<file path="src/hw/rtl/bit_run_length_encoder_macros.svh">
// ----------------------------------------------------------------------------
// bit_run_length_encoder_macros
// Assertion macros shared by the run-length encoder RTL.
// ----------------------------------------------------------------------------
`ifndef BIT_RUN_LENGTH_ENCODER_MACROS_SVH
`define BIT_RUN_LENGTH_ENCODER_MACROS_SVH

`ifndef SYNTHESIS
// checked while out of reset
`define BRLE_ASSERT(lbl, prop, msg) \
    lbl: assert property (@(posedge clk) disable iff (!rst_n) prop) else $error(msg);
// checked on every edge, reset included
`define BRLE_ASSERT_ALWAYS(lbl, prop, msg) \
    lbl: assert property (@(posedge clk) prop) else $error(msg);
`else
`define BRLE_ASSERT(lbl, prop, msg)
`define BRLE_ASSERT_ALWAYS(lbl, prop, msg)
`endif

`endif

</file>
<file path="src/hw/rtl/brle_pkg.sv">
// ----------------------------------------------------------------------------
// brle_pkg
// Types, constants and helpers of the bit run-length encoder.
// ----------------------------------------------------------------------------
package brle_pkg;

    localparam logic signed [7:0] RUN_LIMIT_RESET     = 8'sd127;
    localparam logic signed [7:0] RUN_LIMIT_MIN_CODE  = -8'sd128;
    localparam int                QUEUE_DEPTH_DEFAULT = 4;

    typedef struct packed {
        logic signed [7:0] code;
        logic              value;
        logic              last;
    } result_t;

    // one accepted bit produces zero, one or two codes; an entry holds one or two
    typedef struct packed {
        logic    two;
        result_t r0;
        result_t r1;
    } entry_t;

    typedef struct packed {
        logic full;
        logic empty;
    } queue_status_t;

    function automatic result_t make_result(logic value, logic [7:0] len, logic last);
        result_t r;
        r.code  = signed'(len ^ 8'h80);
        r.value = value;
        r.last  = last;
        return r;
    endfunction

endpackage

</file>
<file path="src/hw/rtl/brle_in_if.sv">
// ----------------------------------------------------------------------------
// brle_in_if
// Input bit channel: one bit and its end-of-vector flag per beat.
// ----------------------------------------------------------------------------
interface brle_in_if;
    logic valid;
    logic ready;
    logic bit_value;
    logic end_of_vector;

    modport source (output valid, output bit_value, output end_of_vector, input ready);
    modport sink   (input valid, input bit_value, input end_of_vector, output ready);
endinterface

</file>
<file path="src/hw/rtl/brle_out_if.sv">
// ----------------------------------------------------------------------------
// brle_out_if
// Output code channel: one run code per beat.
// ----------------------------------------------------------------------------
interface brle_out_if;
    logic              valid;
    logic              ready;
    logic signed [7:0] run_code;
    logic              run_value;
    logic              last;

    modport source (output valid, output run_code, output run_value, output last,
                    input ready);
    modport sink   (input valid, input run_code, input run_value, input last,
                    output ready);
endinterface

</file>
<file path="src/hw/rtl/brle_cfg_if.sv">
// ----------------------------------------------------------------------------
// brle_cfg_if
// Configuration write channel for the run_limit register.
// ----------------------------------------------------------------------------
interface brle_cfg_if;
    logic              valid;
    logic              ready;
    logic signed [7:0] data;

    modport source (output valid, output data, input ready);
    modport sink   (input valid, input data, output ready);
endinterface

</file>
<file path="src/hw/rtl/brle_front.sv">
// ----------------------------------------------------------------------------
// brle_front
// Takes bits, tracks the current run and turns each bit into queue entries.
// ----------------------------------------------------------------------------
module brle_front (
    input  logic                   clk,
    input  logic                   rst_n,
    brle_in_if.sink                in_bits,
    brle_cfg_if.sink               cfg,
    input  brle_pkg::queue_status_t qstat,
    output logic                   push,
    output brle_pkg::entry_t       push_entry
);
    import brle_pkg::*;

    logic signed [7:0] limit_reg;
    logic              phase_reg, phase_next;
    logic [7:0]        len_reg, len_next;

    logic       accept;
    logic [7:0] cap;
    logic       trans;
    logic [7:0] len1, len2;
    logic       capped;
    logic       p2;
    logic       tail;
    logic       has_any;
    result_t    res_a, res_b, res_c;
    entry_t     entry;

    assign cfg.ready     = 1'b1;
    assign in_bits.ready = !qstat.full;
    assign accept        = in_bits.valid && in_bits.ready;

    always_comb
    begin
        // pattern 0x80 acts as -127, cap of one
        cap    = (limit_reg == RUN_LIMIT_MIN_CODE) ? 8'd1 : (8'(limit_reg) ^ 8'h80);
        trans  = in_bits.bit_value != phase_reg;
        len1   = trans ? 8'd1 : (len_reg + 8'd1);
        capped = len1 >= cap;
        len2   = capped ? 8'd0 : len1;
        p2     = capped ? ~in_bits.bit_value : in_bits.bit_value;
        tail   = in_bits.end_of_vector && (len2 != 8'd0);

        res_a = make_result(phase_reg, len_reg, 1'b0);
        res_b = make_result(in_bits.bit_value, len1, 1'b0);
        res_c = make_result(p2, len2, 1'b1);

        if (trans)
        begin
            has_any   = 1'b1;
            entry.two = capped || tail;
            entry.r0  = res_a;
            entry.r1  = capped ? res_b : res_c;
        end
        else
        begin
            has_any   = capped || tail;
            entry.two = 1'b0;
            entry.r0  = capped ? res_b : res_c;
            entry.r1  = res_c;
        end

        // final code of the stream carries last
        if (entry.two)
            entry.r1.last = in_bits.end_of_vector;
        else
            entry.r0.last = in_bits.end_of_vector;
    end

    assign push       = accept && has_any;
    assign push_entry = entry;

    always_comb
    begin
        phase_next = phase_reg;
        len_next   = len_reg;
        if (accept)
        begin
            if (in_bits.end_of_vector)
            begin
                phase_next = 1'b0;
                len_next   = 8'd0;
            end
            else
            begin
                phase_next = p2;
                len_next   = len2;
            end
        end
    end

    always_ff @(posedge clk or negedge rst_n)
    begin
        if (!rst_n)
        begin
            limit_reg <= RUN_LIMIT_RESET;
            phase_reg <= 1'b0;
            len_reg   <= 8'd0;
        end
        else
        begin
            if (cfg.valid && cfg.ready)
                limit_reg <= cfg.data;
            phase_reg <= phase_next;
            len_reg   <= len_next;
        end
    end

endmodule

</file>
<file path="src/hw/rtl/brle_queue.sv">
// ----------------------------------------------------------------------------
// brle_queue
// Small register FIFO of code entries between front and back.
// ----------------------------------------------------------------------------
`include "bit_run_length_encoder_macros.svh"

module brle_queue #(
    parameter int DEPTH = brle_pkg::QUEUE_DEPTH_DEFAULT
) (
    input  logic                    clk,
    input  logic                    rst_n,
    input  logic                    push,
    input  brle_pkg::entry_t        push_entry,
    input  logic                    pop,
    output brle_pkg::entry_t        head,
    output brle_pkg::queue_status_t qstat
);
    import brle_pkg::*;

    localparam int PTR_W = (DEPTH > 1) ? $clog2(DEPTH) : 1;
    localparam int CNT_W = $clog2(DEPTH + 1);

    entry_t             mem_reg [DEPTH];
    logic [PTR_W-1:0]   wr_ptr_reg, wr_ptr_next;
    logic [PTR_W-1:0]   rd_ptr_reg, rd_ptr_next;
    logic [CNT_W-1:0]   count_reg, count_next;

    assign qstat.full  = count_reg == CNT_W'(DEPTH);
    assign qstat.empty = count_reg == '0;
    assign head        = mem_reg[rd_ptr_reg];

    always_comb
    begin
        wr_ptr_next = wr_ptr_reg;
        rd_ptr_next = rd_ptr_reg;
        count_next  = count_reg;
        if (push)
            wr_ptr_next = (wr_ptr_reg == PTR_W'(DEPTH - 1)) ? '0 : wr_ptr_reg + 1'b1;
        if (pop)
            rd_ptr_next = (rd_ptr_reg == PTR_W'(DEPTH - 1)) ? '0 : rd_ptr_reg + 1'b1;
        if (push && !pop)
            count_next = count_reg + 1'b1;
        else if (pop && !push)
            count_next = count_reg - 1'b1;
    end

    always_ff @(posedge clk)
    begin
        if (push)
            mem_reg[wr_ptr_reg] <= push_entry;
    end

    always_ff @(posedge clk or negedge rst_n)
    begin
        if (!rst_n)
        begin
            wr_ptr_reg <= '0;
            rd_ptr_reg <= '0;
            count_reg  <= '0;
        end
        else
        begin
            wr_ptr_reg <= wr_ptr_next;
            rd_ptr_reg <= rd_ptr_next;
            count_reg  <= count_next;
        end
    end

    `BRLE_ASSERT(a_no_push_full, push |-> !qstat.full, "push into full queue")
    `BRLE_ASSERT(a_no_pop_empty, pop |-> !qstat.empty, "pop from empty queue")
    `BRLE_ASSERT_ALWAYS(a_count_range, !rst_n || (count_reg <= CNT_W'(DEPTH)), "queue count overflow")

endmodule

</file>
<file path="src/hw/rtl/brle_back.sv">
// ----------------------------------------------------------------------------
// brle_back
// Drives the codes of the head entry out, one code per beat.
// ----------------------------------------------------------------------------
`include "bit_run_length_encoder_macros.svh"

module brle_back (
    input  logic                    clk,
    input  logic                    rst_n,
    input  brle_pkg::entry_t        head,
    input  brle_pkg::queue_status_t qstat,
    output logic                    pop,
    brle_out_if.source              runs
);
    import brle_pkg::*;

    logic    sel_reg, sel_next;
    logic    fire;
    result_t cur;

    assign cur            = sel_reg ? head.r1 : head.r0;
    assign runs.valid     = !qstat.empty;
    assign runs.run_code  = cur.code;
    assign runs.run_value = cur.value;
    assign runs.last      = cur.last;

    assign fire = runs.valid && runs.ready;
    assign pop  = fire && (sel_reg || !head.two);

    always_comb
    begin
        sel_next = sel_reg;
        if (fire)
            sel_next = !pop;
    end

    always_ff @(posedge clk or negedge rst_n)
    begin
        if (!rst_n)
            sel_reg <= 1'b0;
        else
            sel_reg <= sel_next;
    end

    `BRLE_ASSERT(a_sel_two, sel_reg |-> (head.two && !qstat.empty), "second code without entry")

endmodule

</file>
<file path="src/hw/rtl/bit_run_length_encoder.sv">
// A code is written to the queue when its bit is taken; runs offers it from the queue head.
// Throughput: one bit per cycle if not stalled; one beat per code on the single runs port.
// Bits causing two codes are absorbed by the QUEUE_DEPTH-entry queue; in_bits stalls when full.
// Reset (rst_n low, async): run state and queue cleared, run_limit back to 127.
// No clearing pass; the block takes bits right after reset.
// ----------------------------------------------------------------------------
// bit_run_length_encoder
// Alternating run-length encoder for a bit stream, front / queue / back.
// ----------------------------------------------------------------------------
module bit_run_length_encoder #(
    parameter int QUEUE_DEPTH = brle_pkg::QUEUE_DEPTH_DEFAULT
) (
    input  logic        clk,
    input  logic        rst_n,
    brle_cfg_if.sink    cfg,
    brle_in_if.sink     in_bits,
    brle_out_if.source  runs
);
    import brle_pkg::*;

    logic          push;
    logic          pop;
    entry_t        push_entry;
    entry_t        head;
    queue_status_t qstat;

    brle_front u_front (
        .clk        (clk),
        .rst_n      (rst_n),
        .in_bits    (in_bits),
        .cfg        (cfg),
        .qstat      (qstat),
        .push       (push),
        .push_entry (push_entry)
    );

    brle_queue #(
        .DEPTH (QUEUE_DEPTH)
    ) u_queue (
        .clk        (clk),
        .rst_n      (rst_n),
        .push       (push),
        .push_entry (push_entry),
        .pop        (pop),
        .head       (head),
        .qstat      (qstat)
    );

    brle_back u_back (
        .clk   (clk),
        .rst_n (rst_n),
        .head  (head),
        .qstat (qstat),
        .pop   (pop),
        .runs  (runs)
    );

endmodule

</file>
<file path="src/flat_wrapper.sv">
// flat-port wrapper written by rule: the top's interface ports become plain ports
module bit_run_length_encoder_flat import brle_pkg::*;
#(
    parameter int QUEUE_DEPTH = brle_pkg::QUEUE_DEPTH_DEFAULT
)
  (clk, rst_n, cfg_valid, cfg_data, cfg_ready, in_bits_valid, in_bits_bit_value, in_bits_end_of_vector, in_bits_ready, runs_valid, runs_run_code, runs_run_value, runs_last, runs_ready);
  brle_cfg_if cfg_i ();
  brle_in_if in_bits_i ();
  brle_out_if runs_i ();
  input  logic clk;
  input  logic rst_n;
  input wire logic [$bits(cfg_i.valid)-1:0] cfg_valid;
  input wire logic [$bits(cfg_i.data)-1:0] cfg_data;
  output wire logic [$bits(cfg_i.ready)-1:0] cfg_ready;
  input wire logic [$bits(in_bits_i.valid)-1:0] in_bits_valid;
  input wire logic [$bits(in_bits_i.bit_value)-1:0] in_bits_bit_value;
  input wire logic [$bits(in_bits_i.end_of_vector)-1:0] in_bits_end_of_vector;
  output wire logic [$bits(in_bits_i.ready)-1:0] in_bits_ready;
  output wire logic [$bits(runs_i.valid)-1:0] runs_valid;
  output wire logic [$bits(runs_i.run_code)-1:0] runs_run_code;
  output wire logic [$bits(runs_i.run_value)-1:0] runs_run_value;
  output wire logic [$bits(runs_i.last)-1:0] runs_last;
  input wire logic [$bits(runs_i.ready)-1:0] runs_ready;
  assign cfg_i.valid = cfg_valid;
  assign cfg_i.data = cfg_data;
  assign cfg_ready = cfg_i.ready;
  assign in_bits_i.valid = in_bits_valid;
  assign in_bits_i.bit_value = in_bits_bit_value;
  assign in_bits_i.end_of_vector = in_bits_end_of_vector;
  assign in_bits_ready = in_bits_i.ready;
  assign runs_valid = runs_i.valid;
  assign runs_run_code = runs_i.run_code;
  assign runs_run_value = runs_i.run_value;
  assign runs_last = runs_i.last;
  assign runs_i.ready = runs_ready;
  bit_run_length_encoder #(.QUEUE_DEPTH(QUEUE_DEPTH)) u_core (.clk(clk), .rst_n(rst_n), .cfg(cfg_i), .in_bits(in_bits_i), .runs(runs_i));
endmodule
</file>
<file path="config.mk">
export PLATFORM = sky130hd
export DESIGN_NAME = bit_run_length_encoder_flat
export DESIGN_NICKNAME = d
export VERILOG_FILES = /design/src/hw/rtl/brle_pkg.sv /design/src/hw/rtl/brle_in_if.sv /design/src/hw/rtl/brle_out_if.sv /design/src/hw/rtl/brle_cfg_if.sv /design/src/hw/rtl/brle_front.sv /design/src/hw/rtl/brle_queue.sv /design/src/hw/rtl/brle_back.sv /design/src/hw/rtl/bit_run_length_encoder.sv /design/src/flat_wrapper.sv
export VERILOG_INCLUDE_DIRS = /design/src /design/src/hw/rtl
export SDC_FILE = /design/constraint.sdc
export NUM_CORES = 1
export LEC_CHECK = 0
export ABC_AREA = 1
export BUFFER_PORTS_ARGS = -buffer_cell sky130_fd_sc_hd__buf_4
export CAP_MARGIN = 20
export CORE_ASPECT_RATIO = 1.25
export CORE_MARGIN = 1.5
export CORE_UTILIZATION = 45
export CTS_CLUSTER_SIZE = 20
export DETAILED_ROUTE_END_ITERATION = 7
export PLACE_DENSITY = 0.66
export SLEW_MARGIN = 20
export SYNTH_ARGS = -nofsm -noshare
export SYNTH_HDL_FRONTEND = slang
export SYNTH_SLANG_ARGS = --single-unit
export TNS_END_PERCENT = 100
</file>
<file path="constraint.sdc">
create_clock -name clk -period 4.5 [get_ports clk]
set_input_delay 0.45 -clock clk [delete_from_list [all_inputs] [get_ports clk]]
set_output_delay 0.45 -clock clk [all_outputs]
set_load 0.02 [all_outputs]
</file>
==> results by group <==
Final layout
  • Layout area overhead: 12.8%
  • Finished Cell Area: 0.00563 mm²
  • Max reg flops: 84
  • Antenna diodes: 0
  • Final cell count without fillers: 627
  • Layout cell share with drive strength beyond 1: 14.7%
  • Finished Core Util: 52.5%
  • Net count, final: 524

STA
  • Crit path time final: 4000 ps
  • Worst slew pin tran: 908 ps
  • TNS Setup: 0 ps
  • Maximum clock frequency: 0.250 GHz
  • Final hold vios: 0
  • Unrepaired setup endpoints after global routing: false
  • Relative slew slack: 39.5%
  • Slew Viols, Final: 0
  • Clock Skews: 4.19 ps
  • # setup viols final: 0
  • Final period utilization: 88.9%
  • PnR worst setup slack: 500 ps
  • Hold_ws: 9.04 ps

Critical path
  • Crit path max fanout: 10
  • CP arrival: 4220 ps
  • Startpoint Class: register
  • Worst Setup Path Type: register to register
  • Crit path capture type: register
  • Critical Path RT: 4720 ps

Placed design
  • HPWL Detailed: 6.28 mm
  • Dpl cells: 611
  • Placement Cell Area: 0.00532 mm²
  • Routability-driven placement congestion ratio: 0.839
  • PortBufs: 26
  • Pre-CTS WS: 322 ps

Synthesis
  • Seq/Total Area, Yosys: 63.3%
  • Mapped cell area: 0.00499 mm²
  • Largest family of logic cells by synthesized area: simple AND/OR/NAND/NOR gates
  • Post-synthesis adder-cell area fraction: 4.91%
  • Compound-cell area share of the yosys netlist: 12.5%
  • Synth unique cells: 38
  • Mux share of post-synthesis cell area: 0.226%
  • Post-Syn Nets: 501
  • XOR/XNOR share of the synthesized area: 0.351%
  • Synth Area per Inst: 10.7 µm²
  • Cells after synthesis: 467
  • Yosys Warn Count: 0
  • Simple-gate portion of the synthesized area: 13.1%
  • Number of synthesized register bits: 109

Power
  • P_sw: 1.23 mW
  • Internal: 2.22 mW
  • Pwr/cell area: 614 mW/mm²
  • Reg power frac: 39.9%
  • VDD IR-drop max: 313 µV
  • Comb power frac: 36.7%
  • Overall power: 3.46 mW
  • Clock power frac: 23.4%
  • Sw frac: 35.6%
  • Pleak: 2.21 nW

CTS
  • Clock sinks: 109
  • Cts hold-fix bufs: 0
  • Max Buffers Root-to-Sink: 2
  • Post-CTS setup buffer count: 0
  • Post-CTS sizing: 0
  • CTS tree: built
  • Clk slew on worst S/H paths: 70 ps
  • Clk root buf: clkbuf_16
  • CTS Buf Count: 9
  • CTS H-tree lvls: 3
  • Clock latency on the worst-skew pair: 340 ps

Status
  • Run status: finished, final reports clean

Floorplanning
  • Core area: 0.0107 mm²
  • Num rows: 42
  • DIE HEIGHT: 121 µm
  • Initial Util: 46.5%
  • Die ar.: 0.0117 mm²
  • Die W: 97.2 µm
  • Ports: 28

Detailed routing
  • Via/cell ratio: 5.34
  • Routed wire length: 9.79 mm
  • Routed vias: 3346
  • Routed Antenna Nets: 0
  • Post-route DRC: 0
  • Routed length per instance: 15.6 µm
  • First-pass DRT Iterations: 5
  • Initial DRC count: 166

GRT
  • First-pass GRT wire length: 16.1 mm
  • Grt total ovfl: 0
  • Vias in the first global route: 3285
  • GRT Total Usage: 18.0%
  • Largest net degree at the start of global routing: 46
  • Initial antenna violation count: 0

Worst hold path
  • Min-Delay Path Class: input port to async pin

Job
  • Max Cap Viol: 0
critical path: stages, from the launching register on:
cell	delay [ps]
dfrtp_1	420
ha_1	500
buf_4	230
nand2_1	60
nor2_1	180
ha_1	280
a21o_1	190
nor2_2	110
nand2_2	70
a21oi_4	250
o41ai_1	120
nand2_1	110
nand2_2	70
nand3_2	100
nand2_4	90
inv_1	90
ha_1	130
inv_1	60
fa_1	370
a21oi_1	140
o21ai_0	110
xor2_1	150
path summary, 6_finish.rpt:
check / slack, ps / start / depth (start not counted) / endpoint
hold / removal: 9 / rst_n / 1 / u_core.u_queue.count_reg[0]
setup reg to reg: 500 / u_core.u_front.phase_reg / 21 / u_core.u_queue.count_reg[2]
min in group clk: 310 / cfg_data[1] / 3 / u_core.u_front.limit_reg[1]
setup / recovery: 500 / u_core.u_front.phase_reg / 21 / u_core.u_queue.count_reg[2]
hold reg to reg: 490 / u_core.u_front.limit_reg[0] / 2 / u_core.u_front.limit_reg[0]
max in group asynchronous: 4190 / rst_n / 1 / u_core.u_front.limit_reg[5]
power by group through the flow:
stage	Combinational (mW)	Sequential (mW)	Clock, mW
after global routing	1.43	1.40	0.863
after detailed placement	1.28	1.40	0
after floorplan	0.862	1.39	0
after global placement	1.25	1.39	0
final	1.27	1.38	0.809
after CTS	1.28	1.38	0.828
cells in the mapped netlist (all sizes together):
cell type | instances | area share [%]
or2 | 1 | 0.13
a21oi | 11 | 1.4
edfxtp | 84 | 51
a21o | 1 | 0.15
o22ai | 11 | 1.4
xnor2 | 1 | 0.18
inv | 51 | 3.8
a221o | 1 | 0.20
o21ai | 58 | 5.8
o32ai | 8 | 1.4
o41ai | 3 | 0.53
nor3 | 1 | 0.10
and2 | 1 | 0.13
buf | 4 | 0.40
mux2 | 1 | 0.23
xor2 | 1 | 0.18
a31oi | 10 | 1.3
dfstp | 7 | 3.7
o21bai | 1 | 0.15
nand3 | 11 | 1.3
ha | 18 | 4.5
nand2 | 44 | 3.6
nor2 | 98 | 7.7
conb | 1 | 0.075
dfrtp | 18 | 9.0
clkbuf | 18 | 1.4
nand4 | 1 | 0.13
a21boi | 1 | 0.23
fa | 1 | 0.40
cells in the final DEF (no fill, tap or decap), types with 2 or more instances in the layout:
cell / synthesis / routed
nand2_2: 3 / 3
nand3_1: 9 / 9
dfstp_2: 7 / 7
o32ai_1: 8 / 8
a31oi_1: 10 / 10
clkbuf_1: 18 / 2
o22ai_1: 11 / 11
o21ai_0: 58 / 58
a21oi_1: 9 / 9
nand2_1: 40 / 40
clkbuf_16: 0 / 9
nor2_2: 6 / 6
nand3_2: 2 / 2
bufinv_16: 0 / 2
clkinv_2: 0 / 3
o41ai_1: 3 / 3
edfxtp_1: 84 / 84
dfrtp_1: 18 / 18
buf_4: 1 / 34
ha_1: 18 / 18
inv_1: 50 / 50
nor2_1: 92 / 92
cells by family (layout without fill, tap and decap cells):
family / after synthesis / after routing
adders and majority gates: 19 / 19
other: 1 / 1
muxes: 1 / 1
xor gates and xnor gates: 2 / 2
buffers and inverters: 73 / 101
AOI/OAI and AO/OA: 105 / 105
DFF: 109 / 109
and+or+nand+nor: 157 / 157
routing by layer:
layer	track usage, %	routed length, µm	up-vias
li1	-	-	1649
met1	22.1	4240	1602
met2	31.0	4930	84
met3	3.76	476	11
met4	7.34	143	0
met5	0	0	-
area by class of cell:
| class | count | area, µm² |
|---|---|---|
| Timing Repair Buffer | 34 | 255 |
| Sequential cell | 109 | 3160 |
| Clock inverter | 5 | 75.1 |
| Clock buffer | 11 | 233 |
| Multi-Input combinational cell | 285 | 1550 |
| Tap cell | 132 | 165 |
| Inverter | 51 | 191 |
| Fill cell | 955 | 5090 |
No activity file was read; power rests on OpenSTA's default activity.
